File: src/sv/assert_macros.svh
// Assertion macros used by the RTL digest engine.
`ifndef ASSERT_MACROS_SVH
`define ASSERT_MACROS_SVH

// Same-cycle implication, disabled during reset.
`define ASSERT_SAME(label, clk, rst, ante, cons, msg) \
   label: assert property (@(posedge clk) disable iff (rst) (ante) |-> (cons)) \
      else $error(msg);

// Next-cycle implication, disabled during reset.
`define ASSERT_NEXT(label, clk, rst, ante, cons, msg) \
   label: assert property (@(posedge clk) disable iff (rst) (ante) |=> (cons)) \
      else $error(msg);

`endif

File: src/sv/sha1md_pkg.sv
// Package: types, constants and round functions for the SHA-1 digest block.
`timescale 1ns / 1ps

package sha1md_pkg;

   localparam int WORD_W  = 32;
   localparam int NWORDS  = 5;
   localparam int BYTE_W  = 8;
   localparam int BLK_W   = 512;
   localparam int LEN_W   = 64;
   localparam int FILL_W  = 6;
   localparam int ROUND_W = 7;

   localparam logic CMD_ABSORB = 1'b0;
   localparam logic CMD_FINISH = 1'b1;

   localparam logic [BYTE_W-1:0]  PAD_MARK   = 8'h80;
   localparam logic [FILL_W-1:0]  FILL_LAST  = 6'd63;
   localparam logic [ROUND_W-1:0] ROUND_LAST = 7'd79;

   localparam logic [WORD_W-1:0] K0 = 32'h5A827999;
   localparam logic [WORD_W-1:0] K1 = 32'h6ED9EBA1;
   localparam logic [WORD_W-1:0] K2 = 32'h8F1BBCDC;
   localparam logic [WORD_W-1:0] K3 = 32'hCA62C1D6;

   typedef logic [NWORDS-1:0][WORD_W-1:0] words_type;

   localparam words_type INIT_WORDS = {
      32'hC3D2E1F0, 32'h10325476, 32'h98BADCFE, 32'hEFCDAB89, 32'h67452301
   };

   typedef enum logic [1:0] {
      ST_IDLE,
      ST_PAD,
      ST_ROUND,
      ST_FINAL
   } state_type;

   function automatic logic [WORD_W-1:0] round_f(input logic [ROUND_W-1:0] rnd,
                                                 input logic [WORD_W-1:0] b,
                                                 input logic [WORD_W-1:0] c,
                                                 input logic [WORD_W-1:0] d);
      logic [WORD_W-1:0] f;
      if (rnd < 7'd20) begin
         f = (b & c) | (~b & d);
      end else if (rnd < 7'd40) begin
         f = b ^ c ^ d;
      end else if (rnd < 7'd60) begin
         f = (b & c) | (b & d) | (c & d);
      end else begin
         f = b ^ c ^ d;
      end
      return f;
   endfunction

   function automatic logic [WORD_W-1:0] round_k(input logic [ROUND_W-1:0] rnd);
      logic [WORD_W-1:0] k;
      if (rnd < 7'd20) begin
         k = K0;
      end else if (rnd < 7'd40) begin
         k = K1;
      end else if (rnd < 7'd60) begin
         k = K2;
      end else begin
         k = K3;
      end
      return k;
   endfunction

endpackage

File: src/sv/sha1md_if.sv
// Channel interfaces: request (command and byte) and response (digest words).
`timescale 1ns / 1ps

interface sha1md_req_if;
   logic                            valid;
   logic                            ready;
   logic                            cmd;
   logic [sha1md_pkg::BYTE_W-1:0]   data_byte;

   modport source (output valid, output cmd, output data_byte, input ready);
   modport sink   (input valid, input cmd, input data_byte, output ready);
endinterface

interface sha1md_rsp_if;
   logic                            valid;
   logic                            ready;
   logic [sha1md_pkg::WORD_W-1:0]   digest_word0;
   logic [sha1md_pkg::WORD_W-1:0]   digest_word1;
   logic [sha1md_pkg::WORD_W-1:0]   digest_word2;
   logic [sha1md_pkg::WORD_W-1:0]   digest_word3;
   logic [sha1md_pkg::WORD_W-1:0]   digest_word4;

   modport source (output valid, output digest_word0, output digest_word1,
                   output digest_word2, output digest_word3, output digest_word4,
                   input ready);
   modport sink   (input valid, input digest_word0, input digest_word1,
                   input digest_word2, input digest_word3, input digest_word4,
                   output ready);
endinterface

File: src/sv/sha1_message_digest.sv
// SHA-1 digest engine: byte absorb, padding sequencer, shared round unit.
//
// channel   dir  transaction
// req_bus   in   cmd (absorb/finish), data_byte
// rsp_bus   out  digest_word0..digest_word4, one per finish
//
// Absorb shifts a byte into the block; the 64th byte of a block starts the
// passes through the single round adder, then the chaining add.
// Finish shifts padding in at one byte per cycle up to the block end, then
// compresses; a block with under 9 bytes of room costs a second block.
// Synchronous active-high reset loads the initial chaining words.
// A held response stalls the next digest, and all input while that digest waits.
`timescale 1ns / 1ps

`include "assert_macros.svh"

module sha1_message_digest (
   input  logic             clock,
   input  logic             reset,
   sha1md_req_if.sink       req_bus,
   sha1md_rsp_if.source     rsp_bus
);

   sha1md_pkg::state_type                 state_ff, state_in;
   logic [sha1md_pkg::FILL_W-1:0]         fill_ff, fill_in;
   logic [sha1md_pkg::LEN_W-1:0]          bitlen_ff, bitlen_in;
   logic [sha1md_pkg::BLK_W-1:0]          blk_ff, blk_in;
   sha1md_pkg::words_type                 chain_ff, chain_in;
   sha1md_pkg::words_type                 wk_ff, wk_in;
   sha1md_pkg::words_type                 dig_ff, dig_in;
   logic [sha1md_pkg::ROUND_W-1:0]        round_ff, round_in;
   logic                                  pad_ff, pad_in;
   logic                                  mark_ff, mark_in;
   logic                                  room_ff, room_in;
   logic                                  last_ff, last_in;
   logic                                  rsp_valid_ff, rsp_valid_in;

   logic                                  accept;
   logic                                  absorb;
   logic                                  finish;
   logic                                  byte_en;
   logic [sha1md_pkg::BYTE_W-1:0]         byte_val;
   logic                                  len_shift;
   logic                                  load_work;
   logic                                  round_step;
   logic                                  finish_add;
   logic                                  emit;
   logic                                  out_busy;
   logic                                  len_zone;

   logic [sha1md_pkg::WORD_W-1:0]         w0, w2, w8, w13, wx, wnew, tmp;
   sha1md_pkg::words_type                 sum;

   assign accept   = req_bus.valid && req_bus.ready;
   assign absorb   = accept && (req_bus.cmd == sha1md_pkg::CMD_ABSORB);
   assign finish   = accept && (req_bus.cmd == sha1md_pkg::CMD_FINISH);
   assign out_busy = rsp_valid_ff && !rsp_bus.ready;
   assign len_zone = (fill_ff[5:3] == 3'b111);

   // next state
   always_comb begin
      state_in = state_ff;
      case (state_ff)
         sha1md_pkg::ST_IDLE: begin
            if (finish) begin
               state_in = sha1md_pkg::ST_PAD;
            end else if (absorb && fill_ff == sha1md_pkg::FILL_LAST) begin
               state_in = sha1md_pkg::ST_ROUND;
            end
         end
         sha1md_pkg::ST_PAD: begin
            if (fill_ff == sha1md_pkg::FILL_LAST) begin
               state_in = sha1md_pkg::ST_ROUND;
            end
         end
         sha1md_pkg::ST_ROUND: begin
            if (round_ff == sha1md_pkg::ROUND_LAST) begin
               state_in = sha1md_pkg::ST_FINAL;
            end
         end
         sha1md_pkg::ST_FINAL: begin
            if (last_ff && out_busy) begin
               state_in = sha1md_pkg::ST_FINAL;
            end else if (pad_ff && !last_ff) begin
               state_in = sha1md_pkg::ST_PAD;
            end else begin
               state_in = sha1md_pkg::ST_IDLE;
            end
         end
         default: state_in = sha1md_pkg::ST_IDLE;
      endcase
   end

   // control outputs
   always_comb begin
      req_bus.ready = 1'b0;
      byte_en       = 1'b0;
      byte_val      = req_bus.data_byte;
      len_shift     = 1'b0;
      round_step    = 1'b0;
      finish_add    = 1'b0;
      case (state_ff)
         sha1md_pkg::ST_IDLE: begin
            req_bus.ready = 1'b1;
            byte_en       = absorb;
         end
         sha1md_pkg::ST_PAD: begin
            byte_en = 1'b1;
            if (mark_ff) begin
               byte_val = sha1md_pkg::PAD_MARK;
            end else if (room_ff && len_zone) begin
               byte_val  = bitlen_ff[63:56];
               len_shift = 1'b1;
            end else begin
               byte_val = '0;
            end
         end
         sha1md_pkg::ST_ROUND: begin
            round_step = 1'b1;
         end
         sha1md_pkg::ST_FINAL: begin
            finish_add = !(last_ff && out_busy);
         end
         default: begin
            req_bus.ready = 1'b0;
         end
      endcase
   end

   assign load_work = byte_en && (fill_ff == sha1md_pkg::FILL_LAST);
   assign emit      = finish_add && last_ff;

   // schedule and round unit
   assign w0   = blk_ff[511:480];
   assign w2   = blk_ff[447:416];
   assign w8   = blk_ff[255:224];
   assign w13  = blk_ff[95:64];
   assign wx   = w13 ^ w8 ^ w2 ^ w0;
   assign wnew = {wx[30:0], wx[31]};
   assign tmp  = {wk_ff[0][26:0], wk_ff[0][31:27]}
               + sha1md_pkg::round_f(round_ff, wk_ff[1], wk_ff[2], wk_ff[3])
               + wk_ff[4] + sha1md_pkg::round_k(round_ff) + w0;

   always_comb begin
      for (int i = 0; i < sha1md_pkg::NWORDS; i++) begin
         sum[i] = chain_ff[i] + wk_ff[i];
      end
   end

   // datapath next values
   always_comb begin
      fill_in      = fill_ff;
      bitlen_in    = bitlen_ff;
      blk_in       = blk_ff;
      chain_in     = chain_ff;
      wk_in        = wk_ff;
      dig_in       = dig_ff;
      round_in     = round_ff;
      pad_in       = pad_ff;
      mark_in      = mark_ff;
      room_in      = room_ff;
      last_in      = last_ff;
      rsp_valid_in = rsp_bus.ready ? 1'b0 : rsp_valid_ff;

      if (finish) begin
         pad_in  = 1'b1;
         mark_in = 1'b1;
         room_in = !len_zone;
         last_in = 1'b0;
      end
      if (byte_en) begin
         fill_in = fill_ff + 6'd1;
         blk_in  = {blk_ff[sha1md_pkg::BLK_W-sha1md_pkg::BYTE_W-1:0], byte_val};
         if (state_ff == sha1md_pkg::ST_PAD) begin
            mark_in = 1'b0;
            if (room_ff && fill_ff == sha1md_pkg::FILL_LAST) begin
               last_in = 1'b1;
            end
         end
      end
      if (absorb) begin
         bitlen_in = bitlen_ff + 64'd8;
      end
      if (len_shift) begin
         bitlen_in = {bitlen_ff[55:0], 8'h00};
      end
      if (load_work) begin
         wk_in    = chain_ff;
         round_in = '0;
      end
      if (round_step) begin
         blk_in   = {blk_ff[sha1md_pkg::BLK_W-sha1md_pkg::WORD_W-1:0], wnew};
         wk_in[0] = tmp;
         wk_in[1] = wk_ff[0];
         wk_in[2] = {wk_ff[1][1:0], wk_ff[1][31:2]};
         wk_in[3] = wk_ff[2];
         wk_in[4] = wk_ff[3];
         round_in = round_ff + 7'd1;
      end
      if (finish_add) begin
         chain_in = sum;
         if (pad_ff && !last_ff) begin
            room_in = 1'b1;
         end
      end
      if (emit) begin
         dig_in       = sum;
         chain_in     = sha1md_pkg::INIT_WORDS;
         fill_in      = '0;
         bitlen_in    = '0;
         pad_in       = 1'b0;
         last_in      = 1'b0;
         rsp_valid_in = 1'b1;
      end
   end

   always_ff @(posedge clock) begin
      if (reset) begin
         state_ff     <= sha1md_pkg::ST_IDLE;
         fill_ff      <= '0;
         bitlen_ff    <= '0;
         chain_ff     <= sha1md_pkg::INIT_WORDS;
         round_ff     <= '0;
         pad_ff       <= 1'b0;
         mark_ff      <= 1'b0;
         room_ff      <= 1'b0;
         last_ff      <= 1'b0;
         rsp_valid_ff <= 1'b0;
      end else begin
         state_ff     <= state_in;
         fill_ff      <= fill_in;
         bitlen_ff    <= bitlen_in;
         chain_ff     <= chain_in;
         round_ff     <= round_in;
         pad_ff       <= pad_in;
         mark_ff      <= mark_in;
         room_ff      <= room_in;
         last_ff      <= last_in;
         rsp_valid_ff <= rsp_valid_in;
      end
   end

   always_ff @(posedge clock) begin
      blk_ff <= blk_in;
      wk_ff  <= wk_in;
      dig_ff <= dig_in;
   end

   assign rsp_bus.valid        = rsp_valid_ff;
   assign rsp_bus.digest_word0 = dig_ff[0];
   assign rsp_bus.digest_word1 = dig_ff[1];
   assign rsp_bus.digest_word2 = dig_ff[2];
   assign rsp_bus.digest_word3 = dig_ff[3];
   assign rsp_bus.digest_word4 = dig_ff[4];

   `ASSERT_NEXT(a_full_block_starts, clock, reset, load_work, (state_ff == sha1md_pkg::ST_ROUND) && (round_ff == 7'd0), "full block did not start the rounds")
   `ASSERT_NEXT(a_rounds_end, clock, reset, (state_ff == sha1md_pkg::ST_ROUND) && (round_ff == sha1md_pkg::ROUND_LAST), state_ff == sha1md_pkg::ST_FINAL, "rounds did not end after the last pass")
   `ASSERT_NEXT(a_emit_restart, clock, reset, emit, rsp_valid_ff && (fill_ff == 6'd0) && (bitlen_ff == 64'd0) && !pad_ff, "digest emit did not restart the message")

endmodule

File: src/flat_wrapper.sv
// flat-port wrapper written by rule: the top's interface ports become plain ports
module sha1_message_digest_flat 
  (clock, reset, req_bus_valid, req_bus_cmd, req_bus_data_byte, req_bus_ready, rsp_bus_valid, rsp_bus_digest_word0, rsp_bus_digest_word1, rsp_bus_digest_word2, rsp_bus_digest_word3, rsp_bus_digest_word4, rsp_bus_ready);
  sha1md_req_if req_bus_i ();
  sha1md_rsp_if rsp_bus_i ();
  input  logic clock;
  input  logic reset;
  input wire logic [$bits(req_bus_i.valid)-1:0] req_bus_valid;
  input wire logic [$bits(req_bus_i.cmd)-1:0] req_bus_cmd;
  input wire logic [$bits(req_bus_i.data_byte)-1:0] req_bus_data_byte;
  output wire logic [$bits(req_bus_i.ready)-1:0] req_bus_ready;
  output wire logic [$bits(rsp_bus_i.valid)-1:0] rsp_bus_valid;
  output wire logic [$bits(rsp_bus_i.digest_word0)-1:0] rsp_bus_digest_word0;
  output wire logic [$bits(rsp_bus_i.digest_word1)-1:0] rsp_bus_digest_word1;
  output wire logic [$bits(rsp_bus_i.digest_word2)-1:0] rsp_bus_digest_word2;
  output wire logic [$bits(rsp_bus_i.digest_word3)-1:0] rsp_bus_digest_word3;
  output wire logic [$bits(rsp_bus_i.digest_word4)-1:0] rsp_bus_digest_word4;
  input wire logic [$bits(rsp_bus_i.ready)-1:0] rsp_bus_ready;
  assign req_bus_i.valid = req_bus_valid;
  assign req_bus_i.cmd = req_bus_cmd;
  assign req_bus_i.data_byte = req_bus_data_byte;
  assign req_bus_ready = req_bus_i.ready;
  assign rsp_bus_valid = rsp_bus_i.valid;
  assign rsp_bus_digest_word0 = rsp_bus_i.digest_word0;
  assign rsp_bus_digest_word1 = rsp_bus_i.digest_word1;
  assign rsp_bus_digest_word2 = rsp_bus_i.digest_word2;
  assign rsp_bus_digest_word3 = rsp_bus_i.digest_word3;
  assign rsp_bus_digest_word4 = rsp_bus_i.digest_word4;
  assign rsp_bus_i.ready = rsp_bus_ready;
  sha1_message_digest u_core (.clock(clock), .reset(reset), .req_bus(req_bus_i), .rsp_bus(rsp_bus_i));
endmodule
File: config.mk
export PLATFORM = sky130hd
export DESIGN_NAME = sha1_message_digest_flat
export DESIGN_NICKNAME = d
export VERILOG_FILES = /design/src/sv/sha1md_pkg.sv /design/src/sv/sha1md_if.sv /design/src/sv/sha1_message_digest.sv /design/src/flat_wrapper.sv
export VERILOG_INCLUDE_DIRS = /design/src /design/src/sv
export SDC_FILE = /design/constraint.sdc
export NUM_CORES = 2
export LEC_CHECK = 0
export BUFFER_PORTS_ARGS = -buffer_cell sky130_fd_sc_hd__buf_2
export CAP_MARGIN = 10
export CORE_MARGIN = 2
export CORE_UTILIZATION = 55
export CTS_CLUSTER_SIZE = 25
export DETAILED_ROUTE_END_ITERATION = 10
export PLACE_DENSITY_LB_ADDON = 0.15
export SYNTH_ARGS = -nofsm -noshare
export SYNTH_HDL_FRONTEND = slang
export SYNTH_SLANG_ARGS = --single-unit
export TNS_END_PERCENT = 1
File: constraint.sdc
create_clock -name clock -period 19.05 [get_ports clock]
set_clock_uncertainty 0.05 [all_clocks]
set_input_delay 0.9525 -clock clock [delete_from_list [all_inputs] [get_ports clock]]
set_output_delay 0.9525 -clock clock [all_outputs]
set_load 0.1 [all_outputs]
==> key figures <==
Run status
  – Status: completed

STA
  – RSZ-0062 raised after global routing: false
  – Final setup fails: 0
  – Slew Viols, Final: 0
  – Post-route setup TNS: 0 ns
  – Fin crit share: roughly two fifths
  – Minimum clock period: between 7 and 8 ns
  – Endpoints failing hold: 0
  – Least-Margin Pin Slew: roughly 1.3 ns
  – Relative slew slack: about 15%
  – Worst hold slack: about 0.42 ns
  – Fmax: approximately 130 MHz

Setup path
  – Critical path arrival: 8.06 ns
  – CP max stage cell: a21oi_1
  – Critical Path Max Stage Delay: 0.54 ns
  – Worst EP required: 19.42 ns
  – Critical Path Start Type: flop
  – Critical Path Sink Type: flop
  – Worst-path maximum fanout: 35
  – Critical path type: reg2reg

Global routing
  – M1 GR Usage: 37.03%
  – Global-route wire length before repair: 228100 um
  – Met2 usage: 45.33%
  – Busiest grt layer: met2
  – Largest net degree at the start of global routing: 244
  – GR Util met3: 3.823%
  – Gr usage total: roughly 27%
  – Grt ovf: 0
  – Initial antenna violation count: 4
  – Vias in the first global route: 40.24k

Clock network
  – CTS clk-pin slew, worst paths: around 0.060 ns
  – Resized Gates After CTS: 0
  – CTS tree: yes
  – Post-CTS setup buffer count: 0
  – # clock sinks: ~1.1k
  – CTS H-Tree Depth: 3
  – Num CTS Buffers: approximately 110
  – Root Driver: clkbuf_16
  – Longest Clk Path Bufs: 3
  – Clock Latency Late Sink: 0.71 ns
  – Hold buffers post-CTS: 0

Detailed routing
  – DRT antenna net count: 0
  – Routed WL per cell: about 20 um
  – Vias per std cell: between 5 and 6
  – DRT iter0 DRCs: 4079
  – Routed vias: around 42k
  – Post-Route WL: between 100000 and 150000 um
  – Detailed Routing Iterations Pass 1: 6
  – DRC: 0

Synthesis
  – Mapped Area: between 0.05 and 0.06 mm^2
  – Synth top area cells: edfxtp_1 44%, nand2_1 14%, dfxtp_1 8.5%
  – Syn_area_per_cell: 9.523 um^2
  – Post-Syn Instances: about 5.9k
  – Count leader, synth: nand2_1
  – Synthesized Nets: about 6.3k
  – Post-synth EDFFs: between 800 and 900
  – Synth top area share: 44.10%
  – Synthesis-stage register bit count: around 1.1k
  – Top_reg_cell synth: edfxtp_1
  – Netlist cell types: 85
  – Warnings from Yosys: 0
  – Biggest area consumer among synthesized cells: edfxtp_1
  – Sequential area share after synthesis: between 50% and 60%
  – Async set-or-reset flop fraction in the synthesized netlist: 0%
  – Synth top cells by count: 2188 x nand2_1, 832 x edfxtp_1, 342 x a21oi_1

Floorplanning
  – Die ar.: about 0.11 mm^2
  – Io pins: roughly 180
  – Initial Util: 55.52%
  – Die height: 325.0 um
  – Die W: 325.0 um
  – # rows: approximately 120
  – Core footprint: slightly above 0.1 mm^2

Placement
  – DP Cell Count: about 7.3k
  – Count of input and output buffers: between 150 and 200
  – RePlAce Congestion: about 0.91
  – Area post-placement: about 0.059 mm^2
  – HPWL Detailed: around 100000 um

Cells and area
  – Layout cell share with drive strength beyond 1: between 6 and 7%
  – Final non-filler cell total: 7482
  – Final core occ: approximately three fifths
  – Nets: 6371
  – Post-route cell area: ~0.063 mm^2
  – Area Growth Syn to Fin: 10.52%

Worst hold path
  – Worst min path class: reg2reg

Pwr
  – Peak supply drop: ~150 uV
  – Power density cells: between 150 and 200 mW/mm^2
  – Pleak: 26.24 nW

Run
  – Max-cap violations: 0
power by group:
part	internal (mW)	total [mW]	switching (mW)
clock	1.38	2.33	0.952
sequential	3.40	3.89	0.485
combinational	1.52	3.90	2.38
total	6.30	10.1	3.82
cells in the final DEF, fill, tap and decap left out, drive strengths merged, types with 141 or more instances in the layout:
cell type,instances
o21ai,214
ha,223
buf,203
inv,209
nor2,283
xnor2,196
nand2,2188
edfxtp,832
clkbuf,141
a21oi,343
dfxtp,241
routing by layer:
metal | up-vias | share of wire (%)
met5 | - | 0.016
met4 | 4 | 4.1
met3 | 304 | 5.5
met2 | 1302 | 47
met1 | 20489 | 43
li1 | 20336 | -
metrics by stage:
stage               total power [mW]  setup slack (ns)
global route                   10.79             10.61
finish                         10.12             11.37
global placement               7.715             11.58
CTS                            10.14             11.47
floorplan                      6.853             4.531
detailed placement             7.782             11.51
registers in the layout, indices dropped and copies added (netlist names):
name,count
u_core.wk_ff,160
u_core.bitlen_ff,61
u_core.blk_ff,512
u_core.rsp_bus.digest_word2,32
u_core.room_ff,1
u_core.rsp_bus.digest_word3,32
u_core.last_ff,1
u_core.rsp_bus.digest_word0,32
u_core.rsp_bus.valid,1
u_core.fill_ff,6
u_core.rsp_bus.digest_word1,32
u_core.chain_ff,160
u_core.rsp_bus.digest_word4,32
u_core.mark_ff,1
u_core.pad_ff,1
u_core.round_ff,7
u_core.state_ff,2
worst max-delay path: cells and delay by family, from the launching register on:
| kind | cells | cell delay, ns |
|---|---|---|
| flops | 1 | 0.38 |
| fa+ha+maj | 5 | 1.83 |
| compound gates | 10 | 2.57 |
| simple gates | 6 | 1.04 |
| xor+xnor | 1 | 0.18 |
| buf+inv | 6 | 1.29 |
worst paths after layout:
check	from	to	slack [ns]	depth (start not counted)
setup / recovery	u_core.round_ff[4]	u_core.wk_ff[31]	11.37	28
setup reg to reg	u_core.round_ff[4]	u_core.wk_ff[31]	11.37	28
hold / removal	u_core.chain_ff[93]	u_core.chain_ff[93]	0.42	2
hold reg to reg	u_core.chain_ff[93]	u_core.chain_ff[93]	0.42	2
cell type report:
class                      instances  area, um^2
antenna                            2       5.005
clock buffer                     141        3005
clock inverter                    75       930.9
fill                            8723       39420
inverter                         208       785.8
multi-input combinational       4412       25180
sequential                      1073       29810
tap                             1368        1712
timing repair buffer             203        1189
logic make-up (layout without fill, tap and decap cells):
group                    after synthesis  in the layout  synth area share [%]
AO/OA/AOI/OAI                        909            909                 9.863
flip-flops                          1073           1073                 52.61
multiplexers                          11             11                0.1988
other                                  0              2                     0
adder cells (fa/ha/maj)              354            354                 9.430
buffers and inverters                464            627                 3.076
XOR/XNOR                             290            290                 4.483
AND/OR/NAND/NOR                     2848           2848                 20.33
Power figures use the tool's default switching activity.
